==> src/rtl/lpct_pkg.sv <==
// ----------------------------------------------------------------------------
// lpct_pkg
// Shared types and constants of the LRU page cache tag unit.
// ----------------------------------------------------------------------------
package lpct_pkg;

  // Default sizing, handed to the top level parameters
  localparam int unsigned MAX_ENTRIES_DEF = 16;
  localparam int unsigned OFFSET_BITS_DEF = 48;

  // Fixed field widths
  localparam int unsigned CAP_BITS  = 5;
  localparam int unsigned SLOT_BITS = 4;

  // Bit positions of the result flags in the output tuser
  localparam int unsigned TUSER_HIT      = 0;
  localparam int unsigned TUSER_INSERTED = 1;
  localparam int unsigned TUSER_EVICTED  = 2;
  localparam int unsigned TUSER_BITS     = 3;

  // Sequencer states
  typedef enum logic [1:0] {
    ST_IDLE,
    ST_MATCH,
    ST_UPDATE
  } lpct_state_e;

  // Commands from the sequencer to the datapath
  typedef struct packed {
    logic load;    // capture the request offset
    logic match;   // register match, victim and free vectors
    logic update;  // apply the tag/age update and write the result register
  } lpct_cmd_t;

endpackage

==> src/rtl/lpct_ctrl.sv <==
// ----------------------------------------------------------------------------
// lpct_ctrl
// Request sequencer: capture, match and update steps, result register valid.
// ----------------------------------------------------------------------------
module lpct_ctrl (
  input  logic               clk_i,
  input  logic               rst_ni,
  input  logic               in_valid_i,
  output logic               in_ready_o,
  output logic               out_valid_o,
  input  logic               out_ready_i,
  output lpct_pkg::lpct_cmd_t cmd_o
);
  import lpct_pkg::*;

  lpct_state_e state_q, state_d;
  logic        out_valid_q, out_valid_d;

  always_ff @(posedge clk_i or negedge rst_ni) begin
    if (!rst_ni) begin
      state_q     <= ST_IDLE;
      out_valid_q <= 1'b0;
    end else begin
      state_q     <= state_d;
      out_valid_q <= out_valid_d;
    end
  end

  always_comb begin
    state_d    = state_q;
    cmd_o      = '0;
    in_ready_o = 1'b0;
    unique case (state_q)
      ST_IDLE: begin
        in_ready_o = 1'b1;
        if (in_valid_i) begin
          cmd_o.load = 1'b1;
          state_d    = ST_MATCH;
        end
      end
      ST_MATCH: begin
        cmd_o.match = 1'b1;
        state_d     = ST_UPDATE;
      end
      ST_UPDATE: begin
        // Hold until the result register is free or drains this cycle
        if (!out_valid_q || out_ready_i) begin
          cmd_o.update = 1'b1;
          state_d      = ST_IDLE;
        end
      end
      default: state_d = ST_IDLE;
    endcase

    if (cmd_o.update) begin
      out_valid_d = 1'b1;
    end else if (out_ready_i) begin
      out_valid_d = 1'b0;
    end else begin
      out_valid_d = out_valid_q;
    end
  end

  assign out_valid_o = out_valid_q;

endmodule

==> src/rtl/lpct_dp.sv <==
// ----------------------------------------------------------------------------
// lpct_dp
// Tag/age register file with parallel compare, LRU victim pick and result
// register.
// ----------------------------------------------------------------------------
module lpct_dp #(
  parameter int unsigned MAX_ENTRIES = lpct_pkg::MAX_ENTRIES_DEF,
  parameter int unsigned OFFSET_BITS = lpct_pkg::OFFSET_BITS_DEF,
  localparam int unsigned CW = $clog2(MAX_ENTRIES + 1)
) (
  input  logic                          clk_i,
  input  logic                          rst_ni,
  input  lpct_pkg::lpct_cmd_t           cmd_i,
  input  logic                          cfg_we_i,
  input  logic [lpct_pkg::CAP_BITS-1:0] cfg_wdata_i,
  input  logic [OFFSET_BITS-1:0]        offset_i,
  output logic                          res_hit_o,
  output logic [lpct_pkg::SLOT_BITS-1:0] res_slot_o,
  output logic                          res_inserted_o,
  output logic                          res_evicted_o,
  output logic [OFFSET_BITS-1:0]        res_ev_offset_o,
  output logic [MAX_ENTRIES-1:0]        valid_vec_o,
  output logic [CW-1:0]                 count_o
);
  import lpct_pkg::*;

  localparam int unsigned N    = MAX_ENTRIES;
  localparam int unsigned IW   = $clog2(N);
  localparam int unsigned CMPW = (CW > CAP_BITS) ? CW : CAP_BITS;

  // Configuration
  logic [CAP_BITS-1:0] cap_q;
  logic [CMPW-1:0]     cap_eff;

  // Entry state
  logic [OFFSET_BITS-1:0] tag_q [N];
  logic [N-1:0]           valid_q;
  logic [IW-1:0]          age_q [N];
  logic [CW-1:0]          count_q;

  // Request and lookup registers
  logic [OFFSET_BITS-1:0] off_q;
  logic [N-1:0]           match_q, match_d;
  logic [N-1:0]           victim_q, victim_d;
  logic [N-1:0]           free_q, free_d;
  logic                   full_q, enable_q;

  // Update step
  logic                   hit_w, evict_w;
  logic [N-1:0]           sel_w;
  logic [IW-1:0]          slot_w;
  logic [IW-1:0]          hit_age_w;
  logic [OFFSET_BITS-1:0] ev_tag_w;
  logic [N-1:0]           inc_w;

  always_ff @(posedge clk_i or negedge rst_ni) begin
    if (!rst_ni) begin
      cap_q <= '0;
    end else if (cfg_we_i) begin
      cap_q <= cfg_wdata_i;
    end
  end

  assign cap_eff = (CMPW'(cap_q) > CMPW'(N)) ? CMPW'(N) : CMPW'(cap_q);

  // Lookup: parallel compare, age equal to count-1 marks the LRU entry,
  // lowest clear valid bit marks the free slot
  always_comb begin
    for (int i = 0; i < N; i++) begin
      match_d[i]  = valid_q[i] && (tag_q[i] == off_q);
      victim_d[i] = valid_q[i] && (CW'(age_q[i]) == (count_q - CW'(1)));
    end
    free_d = ~valid_q & (valid_q + N'(1));
  end

  always_ff @(posedge clk_i) begin
    if (cmd_i.load) begin
      off_q <= offset_i;
    end
    if (cmd_i.match) begin
      match_q  <= match_d;
      victim_q <= victim_d;
      free_q   <= free_d;
      full_q   <= CMPW'(count_q) >= cap_eff;
      enable_q <= cap_q != '0;
    end
  end

  // Update: one-hot slot select, encode, age increments
  always_comb begin
    hit_w     = |match_q;
    evict_w   = !hit_w && full_q;
    sel_w     = hit_w ? match_q : (full_q ? victim_q : free_q);
    slot_w    = '0;
    hit_age_w = '0;
    ev_tag_w  = '0;
    for (int i = 0; i < N; i++) begin
      if (sel_w[i]) begin
        slot_w = slot_w | IW'(i);
      end
      if (match_q[i]) begin
        hit_age_w = hit_age_w | age_q[i];
      end
      if (victim_q[i]) begin
        ev_tag_w = ev_tag_w | tag_q[i];
      end
    end
    for (int j = 0; j < N; j++) begin
      inc_w[j] = valid_q[j] && !sel_w[j] && (!hit_w || (age_q[j] < hit_age_w));
    end
  end

  always_ff @(posedge clk_i or negedge rst_ni) begin
    if (!rst_ni) begin
      valid_q <= '0;
      count_q <= '0;
      for (int i = 0; i < N; i++) begin
        age_q[i] <= '0;
      end
    end else if (cmd_i.update && enable_q) begin
      valid_q <= valid_q | sel_w;
      if (!hit_w && !full_q) begin
        count_q <= count_q + CW'(1);
      end
      for (int i = 0; i < N; i++) begin
        if (sel_w[i]) begin
          age_q[i] <= '0;
        end else if (inc_w[i]) begin
          age_q[i] <= age_q[i] + IW'(1);
        end
      end
    end
  end

  always_ff @(posedge clk_i) begin
    if (cmd_i.update && enable_q && !hit_w) begin
      for (int i = 0; i < N; i++) begin
        if (sel_w[i]) begin
          tag_q[i] <= off_q;
        end
      end
    end
  end

  // Result register
  always_ff @(posedge clk_i) begin
    if (cmd_i.update) begin
      if (enable_q) begin
        res_hit_o       <= hit_w;
        res_slot_o      <= SLOT_BITS'(slot_w);
        res_inserted_o  <= !hit_w;
        res_evicted_o   <= evict_w;
        res_ev_offset_o <= evict_w ? ev_tag_w : '0;
      end else begin
        res_hit_o       <= 1'b0;
        res_slot_o      <= '0;
        res_inserted_o  <= 1'b0;
        res_evicted_o   <= 1'b0;
        res_ev_offset_o <= '0;
      end
    end
  end

  assign valid_vec_o = valid_q;
  assign count_o     = count_q;

endmodule

==> src/rtl/lru_page_cache_tags_unit.sv <==
// ----------------------------------------------------------------------------
// lru_page_cache_tags_unit
// Fully associative LRU tag store for page offsets.
// ----------------------------------------------------------------------------
// Each input item is one page-read request. An item passes three steps:
// capture of the offset, a registered parallel compare against all entries,
// and the tag/age update that writes the result register, all set by the
// request sequencer; a further item is taken from the cycle after the
// update. A result waiting in the output register does not
// hold off the next request, only its own update step. A hit reports the slot
// and makes that entry most recent; a miss takes the lowest free slot, or
// replaces the least recent entry once the count reaches the capacity and
// reports the evicted offset. Capacity zero turns caching off: requests
// report a plain miss and change nothing. Capacity above MAX_ENTRIES acts as
// MAX_ENTRIES. Write capacity only while no request is in flight.
module lru_page_cache_tags_unit #(
  parameter int unsigned MAX_ENTRIES = lpct_pkg::MAX_ENTRIES_DEF,
  parameter int unsigned OFFSET_BITS = lpct_pkg::OFFSET_BITS_DEF,
  localparam int unsigned IN_DW  = ((OFFSET_BITS + 7) / 8) * 8,
  localparam int unsigned OUT_DW = ((lpct_pkg::SLOT_BITS + OFFSET_BITS + 7) / 8) * 8
) (
  input  logic                           clk_i,
  input  logic                           rst_ni,
  // Configuration: capacity
  input  logic                           cfg_we_i,
  input  logic [lpct_pkg::CAP_BITS-1:0]  cfg_wdata_i,
  // Request stream
  input  logic                           s_axis_tvalid_i,
  output logic                           s_axis_tready_o,
  input  logic [IN_DW-1:0]               s_axis_tdata_i,  // page_offset
  // Result stream
  output logic                           m_axis_tvalid_o,
  input  logic                           m_axis_tready_i,
  output logic [OUT_DW-1:0]              m_axis_tdata_o,  // slot, evicted_offset
  output logic [lpct_pkg::TUSER_BITS-1:0] m_axis_tuser_o  // hit, inserted, evicted
);
  import lpct_pkg::*;

  localparam int unsigned CW = $clog2(MAX_ENTRIES + 1);

  lpct_cmd_t              cmd;
  logic                   res_hit, res_inserted, res_evicted;
  logic [SLOT_BITS-1:0]   res_slot;
  logic [OFFSET_BITS-1:0] res_ev_offset;
  logic [MAX_ENTRIES-1:0] valid_vec;
  logic [CW-1:0]          count;

  // Sequencer: accepts a request only between items
  lpct_ctrl u_ctrl (
    .clk_i       (clk_i),
    .rst_ni      (rst_ni),
    .in_valid_i  (s_axis_tvalid_i),
    .in_ready_o  (s_axis_tready_o),
    .out_valid_o (m_axis_tvalid_o),
    .out_ready_i (m_axis_tready_i),
    .cmd_o       (cmd)
  );

  // Tag store, LRU ages and result register
  lpct_dp #(
    .MAX_ENTRIES (MAX_ENTRIES),
    .OFFSET_BITS (OFFSET_BITS)
  ) u_dp (
    .clk_i           (clk_i),
    .rst_ni          (rst_ni),
    .cmd_i           (cmd),
    .cfg_we_i        (cfg_we_i),
    .cfg_wdata_i     (cfg_wdata_i),
    .offset_i        (s_axis_tdata_i[OFFSET_BITS-1:0]),
    .res_hit_o       (res_hit),
    .res_slot_o      (res_slot),
    .res_inserted_o  (res_inserted),
    .res_evicted_o   (res_evicted),
    .res_ev_offset_o (res_ev_offset),
    .valid_vec_o     (valid_vec),
    .count_o         (count)
  );

  // Pack slot in the low bits, evicted offset above, zero fill to bytes
  assign m_axis_tdata_o = OUT_DW'({res_ev_offset, res_slot});

  always_comb begin
    m_axis_tuser_o                 = '0;
    m_axis_tuser_o[TUSER_HIT]      = res_hit;
    m_axis_tuser_o[TUSER_INSERTED] = res_inserted;
    m_axis_tuser_o[TUSER_EVICTED]  = res_evicted;
  end

`ifndef NO_ASSERTIONS
  // Fill count tracks the number of valid entries
  assert property (@(posedge clk_i) disable iff (!rst_ni)
    $countones(valid_vec) == int'(count))
    else $error("entry count out of step with valid bits");

  // Hit and insert exclude each other; eviction only comes with an insert
  assert property (@(posedge clk_i) disable iff (!rst_ni)
    m_axis_tvalid_o |-> !(res_hit && res_inserted) && (res_inserted || !res_evicted))
    else $error("inconsistent result flags");

  // Evicted offset reads zero without an eviction
  assert property (@(posedge clk_i) disable iff (!rst_ni)
    (m_axis_tvalid_o && !res_evicted) |-> (res_ev_offset == '0))
    else $error("evicted offset set without eviction");
`endif

endmodule

==> config.mk <==
export PLATFORM = sky130hd
export DESIGN_NAME = lru_page_cache_tags_unit
export DESIGN_NICKNAME = d
export VERILOG_FILES = /design/src/rtl/lpct_pkg.sv /design/src/rtl/lpct_ctrl.sv /design/src/rtl/lpct_dp.sv /design/src/rtl/lru_page_cache_tags_unit.sv
export SDC_FILE = /design/constraint.sdc
export NUM_CORES = 2
export LEC_CHECK = 0
export BUFFER_PORTS_ARGS = -buffer_cell sky130_fd_sc_hd__buf_2
export CAP_MARGIN = 20
export CORE_MARGIN = 8
export CORE_UTILIZATION = 60
export DETAILED_ROUTE_END_ITERATION = 8
export PLACE_DENSITY = 0.77
export SLEW_MARGIN = 20
export SYNTH_ARGS = -nofsm -noshare
export SYNTH_HDL_FRONTEND = slang
export SYNTH_SLANG_ARGS = --single-unit
==> constraint.sdc <==
create_clock -name clk_i -period 9 [get_ports clk_i]
set_clock_uncertainty 0.1 [all_clocks]
set_input_delay 0.9 -clock clk_i [delete_from_list [all_inputs] [get_ports clk_i]]
set_output_delay 0.9 -clock clk_i [all_outputs]
set_load 0.1 [all_outputs]
# Yosys cells after proc, flatten, opt, wreduce, memory -nomap -nowiden
# Memory sizes are Yosys's and may differ from the RTL's.
# Index checks and enable logic that the tools add are counted.
classes:
  add_sub_neg: 19
  eq_ne: 36
  n_bitwise: 33
  magnitude_cmp: 18
  muxes: 141
  n_reduce_logical: 143
ops:
  columns: ["operator", "n"]
  rows:
  - ["$eq A48 B48 Y1", 16]
  - ["$mux W48", 16]
  - ["$or A48 B48 Y48", 15]
  - ["$mux W4", 56]
  - ["$eq A4 B5 Y1", 16]
  - ["$logic_and A1 B1 Y1", 68]
  - ["$add A4 B1 Y4 const B", 16]
  - ["$lt A4 B4 Y1", 16]
  - ["$or A4 B4 Y4", 15]
  - ["$mux W1", 57]
  - ["$reduce_and A2 Y1", 19]
  - ["$reduce_bool A2 Y1", 17]
  - ["$mux W16", 2]
  - ["$logic_not A1 Y1", 19]
  - ["$logic_or A1 B1 Y1", 17]
  - ["$add A16 B1 Y16 const B", 1]
  - ["$and A16 B16 Y16", 1]
  - ["$not A16 Y16", 1]
  - ["$or A16 B16 Y16", 1]
  - ["$reduce_or A16 Y1", 1]
  - ["$mux W3", 4]
  - ["$mux W2", 4]
  - ["$pmux W2 S3", 1]
  - ["$add A5 B1 Y5 const B", 1]
  - ["10 further kinds", 10]
word_totals:
  ramBits: 768
  out_inout_bits: 61
  in_bits: 58
  wordCells: 423
  regBits: 246
  mem_count: 1
memory_table:
  columns: ["memory", "depth", "word_bits", "read_ports", "rd_ports_with_merged_regs", "write_ports", "line_no", "text"]
  rows:
  - ["u_dp.tag_q", 16, 48, 16, 0, 16, "lpct_dp.sv:36", "logic [OFFSET_BITS-1:0] tag_q [N];"]

# Depth between registers and ports, before layout
logic_depth:
  ltp_word: 36
  depth_mapped: 12
  mapped_depth_nobuf: 11

# Hierarchy
# From an unflattened synthesis, not the netlist that was laid out.
hier_totals:
  cells_unflattened: 3517
  area_unflattened_um2: 48407.7
by_module_without_submodules:
  columns: ["mod", "area_each_um2", "cells_each", "seq_area_each_um2", "n_inst"]
  rows:
  - ["lpct_dp", 48211.2, 3496, 29908.7, 1]
  - ["lpct_ctrl", 140.1, 13, 75.1, 1]
  - ["lru_page_cache_tags_unit", 56.3, 8, 0.0, 1]

# Worst setup path after synthesis
# OpenSTA, ideal clock, no wires.
synth_path:
  path_type: "input to register"
  startpoint: "in m_axis_tready_i"
  endpoint: "mem u_dp.tag_q[1][336] in the netlist's numbering, enable pin"
  t_required_ns: 8.387
  path_buffers: 3
  cell_stages: 6
  setup_ns: 0.513
  setup_slack_ns: 3.125
  t_arrival_ns: 5.262
  path_cell_list: "nand2b_1 -> nand3_1 -> clkbuf_1 -> clkbuf_1 -> clkbuf_1 -> nor3_1"
synth_rtl:
  columns: ["item", "line_no", "text"]
  rows:
  - ["start, declared", "lru_page_cache_tags_unit.sv:33", "input logic m_axis_tready_i,"]
  - ["end, declared", "lpct_dp.sv:36", null]

# Final worst setup path
layout_path:
  startpoint: "reg u_dp.off_q[38]"
  endpoint: "reg u_dp.match_q[0], data pin"
layout_via:
  elab_chain_cells: 2
layout_lines:
  columns: ["item", "line_no", "text"]
  rows:
  - ["start, declared", "lpct_dp.sv:42", "logic [OFFSET_BITS-1:0] off_q;"]
  - ["start signal, assigned", "lpct_dp.sv:78", "off_q <= offset_i;"]
  - ["$eq A48 B48 Y1", "lpct_dp.sv:70", "match_d[i] = valid_q[i] && (tag_q[i] == off_q);"]
  - ["$logic_and A1 B1 Y1", "lpct_dp.sv:70", null]
  - ["net u_dp.match_d[0]", "lpct_dp.sv:43", "logic [N-1:0] match_q, match_d;"]
  - ["end signal, assigned", "lpct_dp.sv:81", "match_q <= match_d;"]
  - ["end, declared", "lpct_dp.sv:43", null]
# The timed path passes the listed nets, and every way through them passes these cells.
# A chain may end at the register's enable or synchronous reset.

==> impl_results.rst <==
.. list-table::
   :header-rows: 1

   * - Metric
     - Value
   * - Run status
     - complete, no violations
   * - Number of instances resized during post-cts repair
     - 0
   * - Via count of the first global-routing pass
     - 34092
   * - Most frequent standard cell in the layout excluding fill and tap cells
     - sky130_fd_sc_hd__edfxtp_1
   * - Clock tree from TritonCTS
     - done
   * - Cell Pwr Density
     - 255.8 nW/µm²
   * - Die Outline Area
     - 90330 µm²
   * - Clock-pin slew on the worst setup and hold paths
     - 70 ps
   * - # Post-CTS Setup Buffers
     - 0
   * - Die X
     - 300.5 µm
   * - Final standard cell utilization of the core
     - 67.75%
   * - Clock H-tree levels
     - 3
   * - Final global-route overflow total
     - 0
   * - Number of clock buffers inserted by TritonCTS
     - 106
   * - First-pass GRT wire length
     - 283900 µm
   * - Crit share post-route
     - 46.90%
   * - Final Hold Fails
     - 0
   * - Detailed placer's ending HPWL
     - 144200 µm
   * - Number of hold-repair buffers added at the cts stage
     - 0
   * - Vias/cell
     - 7.655
   * - # port buffers
     - 114
   * - Post-synth ARST share
     - 9.172%
   * - Count of antenna-violating nets left after detailed routing
     - 0
   * - Root Buffer
     - sky130_fd_sc_hd__clkbuf_16
   * - Complex-gate fraction of the synthesized area
     - 12.01%
   * - Worst-path maximum fanout
     - 23
   * - Largest buffer count on any clock path
     - 3
   * - Main flop type after synthesis
     - sky130_fd_sc_hd__edfxtp_1
   * - Iteration-0 DRC count of the detailed router
     - 7971
   * - Pre-antenna DRT Iters
     - 8
   * - Placeable Area
     - 80290 µm²
   * - Mean instance size in the synthesized netlist
     - 13.55 µm²
   * - Slowest Stage Delay on Critical Path
     - 1030 ps
   * - Post-route total power
     - 13910 µW
   * - Max IR drop VDD
     - 0.2308 mV
   * - Setup Viol. Count Final
     - 0
   * - Combinational family with the most area after synthesis
     - XOR/XNOR gates
   * - Final slew viol count
     - 0
   * - Number of warnings issued by yosys
     - 0
   * - Share of final-layout standard cells stronger than drive strength 1
     - 12.48%
   * - Worst skew pair latency
     - 710 ps
   * - CP Cell Sequence
     - buf_4 > xnor2_1 > nand4_1 > nor4_1 > nand3_1 > nor4_1
   * - Final net count
     - 3839
   * - Count of mapped cells out of synthesis
     - 3586
   * - Max frequency
     - 236.9 MHz
   * - WL/cell
     - 43.17 µm
   * - Area share of xor/xnor cells in the synthesized design
     - 14.04%
   * - Sequential element share of the synthesized area
     - 61.72%
   * - Standard cell with the maximum stage delay on the critical path
     - sky130_fd_sc_hd__edfxtp_1
   * - Setup repair after global routing missed its margin
     - no
   * - Clock period minus worst slack
     - 4221 ps
   * - Most frequent cells in the layout
     - sky130_fd_sc_hd__edfxtp_1, sky130_fd_sc_hd__xor2_1, sky130_fd_sc_hd__xnor2_1, sky130_fd_sc_hd__a22o_1, sky130_fd_sc_hd__a221oi_1
   * - Post-synth EDFFs
     - 921
   * - Most frequent CP cell
     - sky130_fd_sc_hd__nor4_1
   * - Worst hold path class
     - in2async
   * - Proportion of synthesized area in mux cells
     - 0.5924%
   * - Vertical extent of the die
     - 300.5 µm
   * - Total number of vias
     - 37289
   * - Data arrival time at the worst-slack endpoint
     - 4480 ps
   * - Simple-gate share of the synthesized area
     - 7.320%
   * - Sinks on the clock net
     - 1014
   * - Number of max-cap violations
     - 0
   * - CP startpoint kind
     - register
   * - Number of distinct standard cells referenced by the synthesized netlist
     - 67
   * - Routed wire length
     - 210300 µm
   * - Required time of the worst setup path
     - 9260 ps
   * - Largest net degree at the start of global routing
     - 63
   * - Final total negative setup slack
     - 0 ps
   * - Actual transition at the worst max-transition pin
     - 1360 ps
   * - Global placement routability congestion
     - 1.143
   * - Category of the critical setup timing path
     - reg2reg
   * - Leakage
     - 0.01920 µW
   * - Type of element capturing the critical path
     - register
   * - Initial standard-cell utilization of the core
     - 60.51%
   * - Adder-cell area share of the yosys netlist
     - 1.829%
   * - Number of rows created at floorplan
     - 104
   * - DRC violation count after routing
     - 0
   * - Worst slew slack as a fraction of its limit
     - 8.520%
   * - Layout overhead on the synthesized area
     - 11.97%
   * - Combined global-route utilization of all metal layers
     - 45.48%
   * - IO Count
     - 119
   * - Synthesis-stage register bit count
     - 1014
   * - Antenna violations before repair
     - 19
   * - Area of the mapped netlist
     - 48580 µm²
==> stage by stage <==
| stage | hold WS (ps) | setup slack [ps] | instance area, µm² | instances |
|---|---|---|---|---|
| global placement | 415.5 | 5002 | 50670 | 4655 |
| CTS | 82.18 | 4955 | 54220 | 4852 |
| floorplan | 390.1 | 3125 | 48590 | 3589 |
| global route | 108.8 | 4729 | 54360 | 4859 |
| detailed placement | 429.9 | 4939 | 50670 | 4655 |
| finish | 88.55 | 4779 | 54390 | 4871 |
==> power breakdown <==
group	switching, µW	internal [µW]	total, µW
logic	2500	925	3420
clock network	1990	2580	4570
registers	420	5500	5920
total	4910	9000	13900
==> per-layer routing <==
| metal | routed length [µm] | up-vias | global-route usage, % |
|---|---|---|---|
| met5 | 56 | - | 0.2704 |
| met4 | 21860 | 4 | 35.00 |
| met3 | 32860 | 965 | 17.22 |
| met2 | 87380 | 3946 | 64.95 |
| met1 | 68120 | 18144 | 55.57 |
| li1 | - | 14230 | - |
==> worst paths after layout <==
| check | from | to | slack [ps] | cells past startpoint |
|---|---|---|---|---|
| min in group clk_i | s_axis_tdata_i[14] | u_dp.off_q[14] | 270 | 1 |
| setup / recovery | u_dp.off_q[38] | u_dp.match_q[0] | 4780 | 6 |
| hold / removal | rst_ni | u_dp.age_q[5] | 90 | 1 |
| hold reg to reg | u_dp.count_o[4] | u_dp.count_o[4] | 430 | 1 |
| max in group asynchronous | rst_ni | u_dp.age_q[27] | 7520 | 2 |
| setup reg to reg | u_dp.off_q[38] | u_dp.match_q[0] | 4780 | 6 |
==> final cells by class <==
cell class | count | area [µm²]
well taps | 1060 | 1326
multi-input cells | 2269 | 17650
inverters | 73 | 274.0
fillers | 5731 | 25890
flip-flops and latches | 1014 | 29980
repair buffers | 246 | 1575
diodes | 12 | 30.03
clock inverters | 81 | 864.6
clock buffers | 116 | 2690
==> cell families (layout without fill, tap and decap cells) <==
group / after synthesis / count (layout)
AO/OA/AOI/OAI: 758 / 758
adder cells (fa/ha/maj): 71 / 71
AND/OR/NAND/NOR: 630 / 630
XOR/XNOR: 779 / 779
buffers and inverters: 306 / 516
flip-flops: 1014 / 1014
other: 1 / 16
multiplexers: 27 / 27
==> registers in the layout, summed over array words and instances (netlist names), 4 cells and up <==
name and count:
u_dp.age_q 64, u_dp.cap_q 5, u_dp.count_o 5, u_dp.free_q 16
u_dp.match_q 16, u_dp.off_q 48, u_dp.res_ev_offset_o 48, u_dp.res_slot_o 4
u_dp.tag_q 768, u_dp.valid_vec_o 16, u_dp.victim_q 16
==> synth_stat cells, types with 5 or more instances <==
master                      count  share of area [%]
sky130_fd_sc_hd__edfxtp_1     921                 57
sky130_fd_sc_hd__xor2_1       610                 11
sky130_fd_sc_hd__clkbuf_1     169                1.3
sky130_fd_sc_hd__xnor2_1      169                3.0
sky130_fd_sc_hd__a22o_1       164                3.0
sky130_fd_sc_hd__a221oi_1     161                2.9
sky130_fd_sc_hd__nor4_1       158                2.0
sky130_fd_sc_hd__a22oi_1      119                1.8
sky130_fd_sc_hd__dfrtp_1       93                4.8
sky130_fd_sc_hd__nor2_1        90               0.70
sky130_fd_sc_hd__nand4_1       87                1.1
sky130_fd_sc_hd__o21ai_0       77               0.79
sky130_fd_sc_hd__inv_1         73               0.56
sky130_fd_sc_hd__ha_1          71                1.8
sky130_fd_sc_hd__nand2_1       67               0.52
sky130_fd_sc_hd__nand3_1       61               0.63
sky130_fd_sc_hd__and3_1        53               0.68
sky130_fd_sc_hd__a31oi_1       52               0.67
sky130_fd_sc_hd__nor3_1        44               0.45
sky130_fd_sc_hd__a21oi_1       42               0.43
sky130_fd_sc_hd__buf_1         38               0.29
sky130_fd_sc_hd__buf_2         18               0.19
sky130_fd_sc_hd__a2111oi_0     17               0.31
sky130_fd_sc_hd__o22ai_1       17               0.22
sky130_fd_sc_hd__a211oi_1      16               0.25
sky130_fd_sc_hd__o211ai_1      15               0.23
sky130_fd_sc_hd__mux2_2        14               0.32
sky130_fd_sc_hd__mux2i_1       13               0.27
sky130_fd_sc_hd__a21o_1        12               0.19
sky130_fd_sc_hd__a211o_1       11               0.20
sky130_fd_sc_hd__and4_1        11               0.20
sky130_fd_sc_hd__or4_1         10               0.15
sky130_fd_sc_hd__nor2b_1        9               0.12
sky130_fd_sc_hd__o21bai_1       9               0.14
sky130_fd_sc_hd__buf_4          8               0.12
sky130_fd_sc_hd__and2_1         6              0.077
sky130_fd_sc_hd__nand2b_1       5              0.064
sky130_fd_sc_hd__nor4b_1        5              0.090
sky130_fd_sc_hd__o221ai_1       5              0.090
==> worst max-delay path, delay by kind of cell, from the launching register on <==
kind | cells | cell delay [ps]
buffers and inverters | 1 | 360
XOR/XNOR | 1 | 160
flip-flops | 1 | 1030
AND/OR/NAND/NOR | 4 | 2210
(Power assumes the default switching activity.)
